## config.mk

```make
export PLATFORM = sky130hd
export DESIGN_NAME = text_console_cursor_scroll_core
export DESIGN_NICKNAME = d
export VERILOG_FILES = /design/src/design/tccs_pkg.sv /design/src/design/tccs_ram.sv /design/src/design/tccs_fifo.sv /design/src/design/tccs_front.sv /design/src/design/tccs_back.sv /design/src/design/text_console_cursor_scroll_core.sv
export SDC_FILE = /design/constraint.sdc
export NUM_CORES = 1
export LEC_CHECK = 0
export ABC_AREA = 0
export BUFFER_PORTS_ARGS = -buffer_cell sky130_fd_sc_hd__buf_2
export CAP_MARGIN = 20
export CORE_MARGIN = 8
export CORE_UTILIZATION = 60
export DETAILED_ROUTE_END_ITERATION = 10
export GPL_ROUTABILITY_DRIVEN = 0
export PLACE_DENSITY_LB_ADDON = 0.3
export SLEW_MARGIN = 20
export SYNTH_ARGS = -nofsm -noshare
export SYNTH_HDL_FRONTEND = slang
export SYNTH_SLANG_ARGS = --single-unit
```

## constraint.sdc

```tcl
create_clock -name clk -period 10.1 [get_ports clk]
set_input_delay 2.02 -clock clk [delete_from_list [all_inputs] [get_ports clk]]
set_output_delay 2.02 -clock clk [all_outputs]
set_load 0.05 [all_outputs]
```

## src/design/tccs_pkg.sv

```systemverilog
`default_nettype none

package tccs_pkg;

  // Largest screen the parameters allow: 128 columns by 64 rows.
  localparam int COLUMNS_MAX = 128;
  localparam int ROWS_MAX    = 64;
  localparam int AW_MAX      = $clog2(COLUMNS_MAX * ROWS_MAX);

  // Result field widths, fixed by the result format.
  localparam int IDX_W = 11;

  localparam logic [7:0] CODE_NEWLINE   = 8'h0A;
  localparam logic [7:0] CODE_BACKSPACE = 8'h08;
  localparam logic [7:0] COLOR_RESET    = 8'd7;

  typedef enum logic [1:0] {
    OP_PUT    = 2'd0,
    OP_SETCUR = 2'd1,
    OP_COLOR  = 2'd2,
    OP_CLEAR  = 2'd3
  } op_t;

  // One classified item, as handed from the front to the back.
  typedef struct packed {
    logic              scroll;
    logic              write;
    logic              clear;
    logic [AW_MAX-1:0] addr;
    logic [7:0]        ch;
    logic [7:0]        color;
    logic [IDX_W-1:0]  cursor;
    logic              accepted;
  } cmd_t;

  typedef struct packed {
    logic init_busy;
  } back_status_t;

endpackage

`default_nettype wire

```

## src/design/tccs_ram.sv

```systemverilog
`default_nettype none

module tccs_ram #(
  parameter int WIDTH = 16,
  parameter int DEPTH = 1134
) (
  input  wire logic                     clk,
  input  wire logic                     we,
  input  wire logic [$clog2(DEPTH)-1:0] waddr,
  input  wire logic [WIDTH-1:0]         wdata,
  input  wire logic [$clog2(DEPTH)-1:0] raddr,
  output logic      [WIDTH-1:0]         rdata
);

  logic [WIDTH-1:0] mem [DEPTH];

  always_ff @(posedge clk) begin
    if (we) begin
      mem[waddr] <= wdata;
    end
    rdata <= mem[raddr];
  end

endmodule

`default_nettype wire

```

## src/design/tccs_fifo.sv

```systemverilog
`default_nettype none

module tccs_fifo #(
  parameter int WIDTH = 64
) (
  input  wire logic             clk,
  input  wire logic             rst_n,
  input  wire logic             push,
  input  wire logic [WIDTH-1:0] pdata,
  input  wire logic             pop,
  output logic      [WIDTH-1:0] rdata,
  output logic                  full,
  output logic                  empty
);

  localparam int DEPTH = 2;
  localparam int PW    = $clog2(DEPTH);

  logic [WIDTH-1:0] slot_r [DEPTH];
  logic [PW-1:0]    wr_r, wr_nxt;
  logic [PW-1:0]    rd_r, rd_nxt;
  logic [PW:0]      cnt_r, cnt_nxt;

  assign full  = (cnt_r == (PW+1)'(DEPTH));
  assign empty = (cnt_r == '0);
  assign rdata = slot_r[rd_r];

  always_comb begin
    wr_nxt  = push ? PW'(wr_r + PW'(1)) : wr_r;
    rd_nxt  = pop ? PW'(rd_r + PW'(1)) : rd_r;
    cnt_nxt = cnt_r;
    if (push && !pop) begin
      cnt_nxt = cnt_r + (PW+1)'(1);
    end else if (pop && !push) begin
      cnt_nxt = cnt_r - (PW+1)'(1);
    end
  end

  always_ff @(posedge clk) begin
    if (!rst_n) begin
      wr_r  <= '0;
      rd_r  <= '0;
      cnt_r <= '0;
    end else begin
      wr_r  <= wr_nxt;
      rd_r  <= rd_nxt;
      cnt_r <= cnt_nxt;
    end
  end

  always_ff @(posedge clk) begin
    if (push) begin
      slot_r[wr_r] <= pdata;
    end
  end

endmodule

`default_nettype wire

```

## src/design/tccs_front.sv

```systemverilog
`default_nettype none

module tccs_front #(
  parameter int COLUMNS = 42,
  parameter int ROWS    = 27
) (
  input  wire logic                       clk,
  input  wire logic                       rst_n,
  input  wire logic                       in_valid,
  output logic                            in_stall,
  input  wire logic [1:0]                 in_operation,
  input  wire logic [7:0]                 in_char_code,
  input  wire logic [7:0]                 in_column,
  input  wire logic [7:0]                 in_row,
  input  wire logic [7:0]                 in_color,
  input  wire logic                       q_full,
  input  wire tccs_pkg::back_status_t     status,
  output logic                            q_push,
  output tccs_pkg::cmd_t                  q_cmd
);

  import tccs_pkg::*;

  localparam int CELLS = COLUMNS * ROWS;
  localparam int CUR_W = $clog2(CELLS + 1);
  localparam int COL_W = $clog2(COLUMNS);
  localparam int ROW_W = $clog2(ROWS + 1);

  logic [CUR_W-1:0] cur_r, cur_nxt;
  logic [COL_W-1:0] col_r, col_nxt;
  logic [ROW_W-1:0] row_r, row_nxt;
  logic [7:0]       color_r, color_nxt;

  logic [CUR_W-1:0] lin_s;
  logic [ROW_W-1:0] row_s;
  logic             scroll;
  op_t              op;

  assign op       = op_t'(in_operation);
  assign in_stall = q_full || status.init_busy;
  assign q_push   = in_valid && !in_stall;

  always_comb begin
    // cursor at end of screen means row == ROWS, column 0
    scroll = (op == OP_PUT) && (cur_r == CUR_W'(CELLS));
    lin_s  = scroll ? CUR_W'(cur_r - CUR_W'(COLUMNS)) : cur_r;
    row_s  = scroll ? ROW_W'(row_r - ROW_W'(1)) : row_r;

    cur_nxt   = cur_r;
    col_nxt   = col_r;
    row_nxt   = row_r;
    color_nxt = color_r;

    q_cmd          = '0;
    q_cmd.scroll   = scroll;
    q_cmd.accepted = 1'b1;

    case (op)
      OP_PUT: begin
        cur_nxt = lin_s;
        row_nxt = row_s;
        if (in_char_code == CODE_NEWLINE) begin
          cur_nxt = CUR_W'(lin_s + CUR_W'(COLUMNS) - CUR_W'(col_r));
          col_nxt = '0;
          row_nxt = ROW_W'(row_s + ROW_W'(1));
        end else if (in_char_code == CODE_BACKSPACE) begin
          if (lin_s != '0) begin
            cur_nxt = CUR_W'(lin_s - CUR_W'(1));
            if (col_r == '0) begin
              col_nxt = COL_W'(COLUMNS - 1);
              row_nxt = ROW_W'(row_s - ROW_W'(1));
            end else begin
              col_nxt = COL_W'(col_r - COL_W'(1));
            end
          end
        end else begin
          q_cmd.write = 1'b1;
          q_cmd.addr  = AW_MAX'(lin_s);
          q_cmd.ch    = in_char_code;
          q_cmd.color = color_r;
          cur_nxt     = CUR_W'(lin_s + CUR_W'(1));
          if (col_r == COL_W'(COLUMNS - 1)) begin
            col_nxt = '0;
            row_nxt = ROW_W'(row_s + ROW_W'(1));
          end else begin
            col_nxt = COL_W'(col_r + COL_W'(1));
          end
        end
      end
      OP_SETCUR: begin
        if (({1'b0, in_column} >= 9'(COLUMNS)) || ({1'b0, in_row} >= 9'(ROWS))) begin
          q_cmd.accepted = 1'b0;
        end else begin
          cur_nxt   = CUR_W'(CUR_W'(in_row) * CUR_W'(COLUMNS) + CUR_W'(in_column));
          col_nxt   = COL_W'(in_column);
          row_nxt   = ROW_W'(in_row);
          color_nxt = in_color;
        end
      end
      OP_COLOR: begin
        color_nxt = in_color;
      end
      OP_CLEAR: begin
        q_cmd.clear = 1'b1;
        cur_nxt     = '0;
        col_nxt     = '0;
        row_nxt     = '0;
      end
      default: begin
        cur_nxt = cur_r;
      end
    endcase

    q_cmd.cursor = IDX_W'(cur_nxt);
  end

  always_ff @(posedge clk) begin
    if (!rst_n) begin
      cur_r   <= '0;
      col_r   <= '0;
      row_r   <= '0;
      color_r <= COLOR_RESET;
    end else if (q_push) begin
      cur_r   <= cur_nxt;
      col_r   <= col_nxt;
      row_r   <= row_nxt;
      color_r <= color_nxt;
    end
  end

endmodule

`default_nettype wire

```

## src/design/tccs_back.sv

```systemverilog
`default_nettype none

module tccs_back #(
  parameter int COLUMNS = 42,
  parameter int ROWS    = 27
) (
  input  wire logic                                clk,
  input  wire logic                                rst_n,
  input  wire tccs_pkg::cmd_t                      q_cmd,
  input  wire logic                                q_empty,
  output logic                                     q_pop,
  output tccs_pkg::back_status_t                   status,
  output logic                                     ram_we,
  output logic [$clog2(COLUMNS*ROWS)-1:0]          ram_waddr,
  output logic [15:0]                              ram_wdata,
  output logic [$clog2(COLUMNS*ROWS)-1:0]          ram_raddr,
  input  wire logic [15:0]                         ram_rdata,
  output logic                                     out_valid,
  input  wire logic                                out_stall,
  output logic [tccs_pkg::IDX_W-1:0]               out_cursor_index,
  output logic                                     out_cell_written,
  output logic [tccs_pkg::IDX_W-1:0]               out_cell_address,
  output logic [7:0]                               out_cell_char,
  output logic [7:0]                               out_cell_color,
  output logic                                     out_scrolled,
  output logic                                     out_accepted
);

  import tccs_pkg::*;

  localparam int CELLS  = COLUMNS * ROWS;
  localparam int ADDR_W = $clog2(CELLS);
  localparam logic [ADDR_W-1:0] LAST_ROW_A = ADDR_W'(CELLS - COLUMNS);
  localparam logic [ADDR_W-1:0] LAST_A     = ADDR_W'(CELLS - 1);

  typedef enum logic [5:0] {
    S_INIT   = 6'b000001,
    S_IDLE   = 6'b000010,
    S_SCROLL = 6'b000100,
    S_ROWCLR = 6'b001000,
    S_CLEAR  = 6'b010000,
    S_DONE   = 6'b100000
  } state_t;

  state_t            state_r, state_nxt;
  logic [ADDR_W-1:0] ptr_r, ptr_nxt;
  logic              pend_r, pend_nxt;
  logic [ADDR_W-1:0] pend_addr_r, pend_addr_nxt;
  cmd_t              cur_r, cur_nxt;
  logic              out_valid_r, out_valid_nxt;
  logic              out_load;

  assign status.init_busy = (state_r == S_INIT);
  assign out_valid        = out_valid_r;

  always_comb begin
    state_nxt     = state_r;
    ptr_nxt       = ptr_r;
    pend_nxt      = pend_r;
    pend_addr_nxt = pend_addr_r;
    cur_nxt       = cur_r;
    q_pop         = 1'b0;
    ram_we        = 1'b0;
    ram_waddr     = ptr_r;
    ram_wdata     = '0;
    ram_raddr     = ADDR_W'(ptr_r + ADDR_W'(COLUMNS));
    out_load      = 1'b0;

    case (state_r)
      S_INIT, S_CLEAR: begin
        ram_we = 1'b1;
        if (ptr_r == LAST_A) begin
          ptr_nxt   = '0;
          state_nxt = (state_r == S_INIT) ? S_IDLE : S_DONE;
        end else begin
          ptr_nxt = ADDR_W'(ptr_r + ADDR_W'(1));
        end
      end
      S_IDLE: begin
        if (!q_empty) begin
          q_pop    = 1'b1;
          cur_nxt  = q_cmd;
          ptr_nxt  = '0;
          pend_nxt = 1'b0;
          if (q_cmd.clear) begin
            state_nxt = S_CLEAR;
          end else if (q_cmd.scroll) begin
            state_nxt = S_SCROLL;
          end else begin
            state_nxt = S_DONE;
          end
        end
      end
      S_SCROLL: begin
        // read one row ahead, write the beat read in the previous cycle
        if (pend_r) begin
          ram_we    = 1'b1;
          ram_waddr = pend_addr_r;
          ram_wdata = ram_rdata;
        end
        if (ptr_r != LAST_ROW_A) begin
          pend_nxt      = 1'b1;
          pend_addr_nxt = ptr_r;
          ptr_nxt       = ADDR_W'(ptr_r + ADDR_W'(1));
        end else begin
          pend_nxt = 1'b0;
          if (!pend_r) begin
            state_nxt = S_ROWCLR;
          end
        end
      end
      S_ROWCLR: begin
        ram_we = 1'b1;
        if (ptr_r == LAST_A) begin
          state_nxt = S_DONE;
        end else begin
          ptr_nxt = ADDR_W'(ptr_r + ADDR_W'(1));
        end
      end
      S_DONE: begin
        if (!out_valid_r || !out_stall) begin
          out_load  = 1'b1;
          ram_we    = cur_r.write;
          ram_waddr = ADDR_W'(cur_r.addr);
          ram_wdata = {cur_r.ch, cur_r.color};
          state_nxt = S_IDLE;
        end
      end
      default: begin
        state_nxt = S_IDLE;
      end
    endcase

    if (out_load) begin
      out_valid_nxt = 1'b1;
    end else if (!out_stall) begin
      out_valid_nxt = 1'b0;
    end else begin
      out_valid_nxt = out_valid_r;
    end
  end

  always_ff @(posedge clk) begin
    if (!rst_n) begin
      state_r     <= S_INIT;
      ptr_r       <= '0;
      pend_r      <= 1'b0;
      out_valid_r <= 1'b0;
    end else begin
      state_r     <= state_nxt;
      ptr_r       <= ptr_nxt;
      pend_r      <= pend_nxt;
      out_valid_r <= out_valid_nxt;
    end
  end

  always_ff @(posedge clk) begin
    pend_addr_r <= pend_addr_nxt;
    cur_r       <= cur_nxt;
    if (out_load) begin
      out_cursor_index <= cur_r.cursor;
      out_cell_written <= cur_r.write;
      out_cell_address <= cur_r.addr[IDX_W-1:0];
      out_cell_char    <= cur_r.ch;
      out_cell_color   <= cur_r.color;
      out_scrolled     <= cur_r.scroll;
      out_accepted     <= cur_r.accepted;
    end
  end

endmodule

`default_nettype wire

```

## src/design/text_console_cursor_scroll_core.sv

```systemverilog
`default_nettype none

// Channel  Direction  Handshake            Payload
// in_      input      in_valid / in_stall  operation, char_code, column, row, color
// out_     output     out_valid/out_stall  cursor_index, cell_written, cell_address,
//                                          cell_char, cell_color, scrolled, accepted
//
// Front takes one beat a cycle into a two-entry queue while in_stall is low (queue not
// full, init done); back runs one item at a time. Put, set cursor, set colour: dequeue,
// then write cell and load result. Put that scrolls: one cell a cycle through the
// screen RAM, rows moved up and the last row cleared. Clear screen: RAM swept to zero.
// After reset the RAM is swept to zero with in_stall held high. Result sits in an output
// register, so a stalled out_ side holds the back but the front keeps filling the queue.

module text_console_cursor_scroll_core #(
  parameter int COLUMNS = 42,
  parameter int ROWS    = 27
) (
  input  wire logic                       clk,
  input  wire logic                       rst_n,
  input  wire logic                       in_valid,
  output logic                            in_stall,
  input  wire logic [1:0]                 in_operation,
  input  wire logic [7:0]                 in_char_code,
  input  wire logic [7:0]                 in_column,
  input  wire logic [7:0]                 in_row,
  input  wire logic [7:0]                 in_color,
  output logic                            out_valid,
  input  wire logic                       out_stall,
  output logic [tccs_pkg::IDX_W-1:0]      out_cursor_index,
  output logic                            out_cell_written,
  output logic [tccs_pkg::IDX_W-1:0]      out_cell_address,
  output logic [7:0]                      out_cell_char,
  output logic [7:0]                      out_cell_color,
  output logic                            out_scrolled,
  output logic                            out_accepted
);

  import tccs_pkg::*;

  localparam int CELLS  = COLUMNS * ROWS;
  localparam int ADDR_W = $clog2(CELLS);

  cmd_t              push_cmd, head_cmd;
  logic [$bits(cmd_t)-1:0] head_bits;
  logic              q_push, q_pop, q_full, q_empty;
  back_status_t      status;
  logic              ram_we;
  logic [ADDR_W-1:0] ram_waddr, ram_raddr;
  logic [15:0]       ram_wdata, ram_rdata;

  assign head_cmd = cmd_t'(head_bits);

  tccs_front #(.COLUMNS(COLUMNS), .ROWS(ROWS)) u_front (
    .clk          (clk),
    .rst_n        (rst_n),
    .in_valid     (in_valid),
    .in_stall     (in_stall),
    .in_operation (in_operation),
    .in_char_code (in_char_code),
    .in_column    (in_column),
    .in_row       (in_row),
    .in_color     (in_color),
    .q_full       (q_full),
    .status       (status),
    .q_push       (q_push),
    .q_cmd        (push_cmd)
  );

  tccs_fifo #(.WIDTH($bits(cmd_t))) u_fifo (
    .clk   (clk),
    .rst_n (rst_n),
    .push  (q_push),
    .pdata (push_cmd),
    .pop   (q_pop),
    .rdata (head_bits),
    .full  (q_full),
    .empty (q_empty)
  );

  tccs_back #(.COLUMNS(COLUMNS), .ROWS(ROWS)) u_back (
    .clk              (clk),
    .rst_n            (rst_n),
    .q_cmd            (head_cmd),
    .q_empty          (q_empty),
    .q_pop            (q_pop),
    .status           (status),
    .ram_we           (ram_we),
    .ram_waddr        (ram_waddr),
    .ram_wdata        (ram_wdata),
    .ram_raddr        (ram_raddr),
    .ram_rdata        (ram_rdata),
    .out_valid        (out_valid),
    .out_stall        (out_stall),
    .out_cursor_index (out_cursor_index),
    .out_cell_written (out_cell_written),
    .out_cell_address (out_cell_address),
    .out_cell_char    (out_cell_char),
    .out_cell_color   (out_cell_color),
    .out_scrolled     (out_scrolled),
    .out_accepted     (out_accepted)
  );

  // character in the high byte, colour in the low byte
  tccs_ram #(.WIDTH(16), .DEPTH(CELLS)) u_ram (
    .clk   (clk),
    .we    (ram_we),
    .waddr (ram_waddr),
    .wdata (ram_wdata),
    .raddr (ram_raddr),
    .rdata (ram_rdata)
  );

  a_init_blocks_input: assert property (@(posedge clk) disable iff (!rst_n)
    status.init_busy |-> in_stall)
    else $error("input beat taken during RAM init sweep");

  a_reject_is_quiet: assert property (@(posedge clk) disable iff (!rst_n)
    (out_valid && !out_accepted) |-> (!out_cell_written && !out_scrolled))
    else $error("rejected set cursor wrote or scrolled");

  a_cursor_in_range: assert property (@(posedge clk) disable iff (!rst_n)
    out_valid |-> ((CELLS > 2047) || (out_cursor_index <= IDX_W'(CELLS))))
    else $error("cursor beyond end of screen");

  a_cell_in_range: assert property (@(posedge clk) disable iff (!rst_n)
    (out_valid && out_cell_written) |->
      ((CELLS > 2047) || (out_cell_address < IDX_W'(CELLS))))
    else $error("written cell outside screen");

endmodule

`default_nettype wire

```

==> impl_metrics.ini <==
[place]
post-dp-hpwl_um = 15060
pre_cts_ws_ns = 4.532
port_buffers = 80

[synthesis]
ys_seq_area_frac = 0.5651
synth.largest_area_cell = edfxtp_1
synth_ff_type = edfxtp_1
syn_nets = 973
yosys.area.top_type_share = 0.4722
yosys.cell_types.count = 85
synth.area.top_cells = edfxtp_1, dfxtp_1, ha_1
synthArstFlopShare = 0
synth_area_um2 = 10560
synthCells = 874
ys_ff_latch = 215
yosysWarnings = 0
avgSynthCellArea_um2 = 12.08
synth_edf_count = 166

[setup_path]
cp-endpoint = u_fifo.slot_r[1][11]$_DFFE_PP_
worst_r2r_endpoint = u_fifo.slot_r[1][11]$_DFFE_PP_
crit_path_top_delay_cell = a2111oi_0
critPathCaptureType = flip-flop
startpoint_type = input pin
r2r-start = u_front.cur_r[2]$_SDFFE_PN0P_
worstPathCellList = buf_2, nor2_4, nand4_4, o21ai_2, ha_1, inv_1, ha_1, a211oi_1, o21ai_0, a311oi_1, xnor2_1, a2111oi_0, nor3_1, o221ai_1
r2r_slack_ns = 5.85
cpMostUsedCell = ha_1
reg2reg_depth = 15
critPathLaunch = in_operation[0]
cp.required_ns = 10.40
arrival_ns = 5.42
path_class = input pin to flip-flop
cpPeakStageDelay_ns = 0.41
crit_fanout = 13

[global_route]
grt_max_degree = 43
track_usage = 0.1946
antenna_found_initial = 0
grt_pass1_wl_um = 34700
overflow = 0
grt_pass1_vias = 6799

[layout]
area_growth_pct = 11.97
fin_util = 0.6858
drive_gt1_frac = 0.1923
nets = 1046
diodes = 0

[floorplan]
ios = 81
dieArea_um2 = 22090
core_area_um2 = 17240
row_count = 48
die_w_um = 148.6
initial_utilization = 0.6124
die_h_um = 148.6

[route]
via_per_inst = 5.955
drc = 0
totalWireLength_um = 21690
dr.pass1.iters = 5
routedWlPerCell_um = 18.28
via_count = 7068
postRouteAntennaNets = 0
drtIter0Drc = 563

[cts]
cts_hold_buf = 0
cts_tree = done
cts_setup_buffers = 0
clk_path_buf_depth = 3
ctsRootBufferMaster = clkbuf_16
cts.repair.resized = 0
cts_buffers = 21
h-tree-depth = 1
cts.sinks = 215
clk_pin_slew_ns = 0.06
clk_latency_ns = 0.49

[timing]
fin_skew_ns = 0.01439
finalHoldViolations = 0
tns_ns = 0
finalCritPeriodShare = 0.5070
rsz0062_at_grt = no
setup-violations-final = 0
max_freq_ghz = 0.1953
worstMarginPinSlew_ns = 1.068
drv_slew = 0
min_period_ns = 5.121
slew_headroom = 0.2880
fin_ws_ns = 4.979

[power]
combPwrFrac = 0.270
ir_drop_mv = 0.1353
netSwitchingFraction = 0.3056
internal-power_mw = 1.837
p_leak_nw = 4.433
p_sw_uw = 808.5
power_density_nw_per_um2 = 223.8
seq_power_share = 0.447
p_clk_frac = 0.282

[status]
status = completed

[job]
maxCapViolations = 0

[hold_path]
hold_path.class = flip-flop to flip-flop
hold_path_startpoint = u_back.cur_r[30]$_DFFE_PP_
cell families after synthesis:
group	synth area share
AOI/OAI and AO/OA	0.1016
DFF	0.5651
adders and majority gates	0.07586
and+or+nand+nor	0.1295
muxes	0.05796
xor gates and xnor gates	0.03817
buffers and inverters	0.03176
per-stage QoR:
| step | hold WS, ns | std cells | total power, mW | cell area (um2) |
|---|---|---|---|---|
| 2_1_floorplan | 0.4003 | 874 | 1.739 | 10560 |
| 3_3_place_gp | 0.4007 | 1149 | 1.888 | 11160 |
| 6_report | 0.4175 | 1187 | 2.646 | 11820 |
| 3_5_place_dp | 0.4045 | 1149 | 1.906 | 11160 |
| 5_1_grt | 0.4223 | 1187 | 2.781 | 11820 |
| 4_1_cts | 0.4179 | 1187 | 2.653 | 11820 |
power by group through the flow:
stage                     Combinational, mW  Sequential (mW)  Clock [mW]
after CTS                             0.711             1.18       0.758
after floorplan                       0.569             1.17           0
after detailed placement              0.704             1.20           0
final                                 0.716             1.18       0.747
after global routing                  0.788             1.20       0.797
after global placement                0.692             1.20           0
cells in the mapped netlist, drive strengths merged, types with 3 or more instances:
| cell | n |
|---|---|
| dfxtp | 49 |
| o21ai | 38 |
| ha | 56 |
| nor3 | 20 |
| a31oi | 7 |
| nand2b | 4 |
| mux2i | 15 |
| fa | 5 |
| nor4b | 3 |
| nor2b | 4 |
| nor3b | 3 |
| edfxtp | 166 |
| o22ai | 3 |
| and3 | 14 |
| clkbuf | 28 |
| nand3 | 23 |
| nor4 | 13 |
| a32oi | 3 |
| a21oi | 33 |
| nand2 | 48 |
| inv | 49 |
| o221ai | 5 |
| nor2 | 86 |
| nand4b | 3 |
| mux2 | 41 |
| o211ai | 3 |
| or4 | 4 |
| a211oi | 10 |
| xor2 | 14 |
| and2 | 13 |
| nand4 | 6 |
| o21a | 7 |
| buf | 8 |
| o21bai | 3 |
| and4 | 3 |
| a21o | 8 |
| xnor2 | 32 |
| a22oi | 5 |
sequential cells by signal (all words and copies together), names as in the netlist, named ones only:
register,count
u_back.ptr_r,11
u_back.cur_r,41
u_fifo.wr_r,1
u_back.state_r,6
u_back.out_cell_address,11
u_back.out_accepted,1
u_back.out_cell_char,8
u_back.out_valid,1
u_back.out_cell_color,8
u_back.pend_r,1
u_back.out_cursor_index,11
u_back.out_scrolled,1
u_front.color_r,8
u_front.cur_r,11
u_front.col_r,6
u_fifo.rd_r,1
u_back.out_cell_written,1
u_fifo.cnt_r,2
u_fifo.slot_r,84
layout by cell type (no fill, tap or decap), drive strengths merged, types with 15 or more instances in the layout:
master | netlist | layout
nor3 | 20 | 20
inv | 49 | 50
buf | 8 | 86
nand3 | 23 | 23
o21ai | 38 | 38
a21oi | 33 | 33
edfxtp | 166 | 166
clkbuf | 28 | 29
xnor2 | 32 | 32
nor2 | 86 | 86
mux2i | 15 | 15
nand2 | 48 | 48
dfxtp | 49 | 49
mux2 | 41 | 41
ha | 56 | 56
critical path: cells and delay by family:
family	cells	cell delay, ns
buf+inv	2	0.24
compound gates	6	1.77
xor+xnor	1	0.12
fa+ha+maj	2	0.54
simple gates	3	0.73
cell type report:
type                    instances  area, um2
inverters                      50      187.7
repair buffers                 86      445.4
flip-flops and latches        215       5967
clock inverters                 9      97.59
fillers                      1246       5416
well taps                     225      281.5
multi-input cells             573       4275
clock buffers                  29      565.5
worst min path at each step:
| stage | to | depth (start not counted) | slack (ns) |
|---|---|---|---|
| floorplan | u_back.out_accepted$_DFFE_PP_ | 0 | 0.40 |
| finish | u_back.out_cell_address[2]$_DFFE_PP_ | 0 | 0.42 |
| CTS | u_back.out_cell_char[5]$_DFFE_PP_ | 0 | 0.42 |
| global route | u_back.out_cell_color[7]$_DFFE_PP_ | 0 | 0.42 |
| global placement | u_back.out_accepted$_DFFE_PP_ | 0 | 0.40 |
| detailed placement | u_back.out_cell_address[2]$_DFFE_PP_ | 0 | 0.40 |
metal layers:
layer / share of wire / global-route usage / routed length (um)
met3: 0.083 / 0.03403 / 1790
met4: 0.028 / 0.07394 / 597
met1: 0.43 / 0.2603 / 9241
met5: 0 / 0 / 0
met2: 0.46 / 0.3109 / 10070
Note: power is estimated with default switching activity, not from simulation.
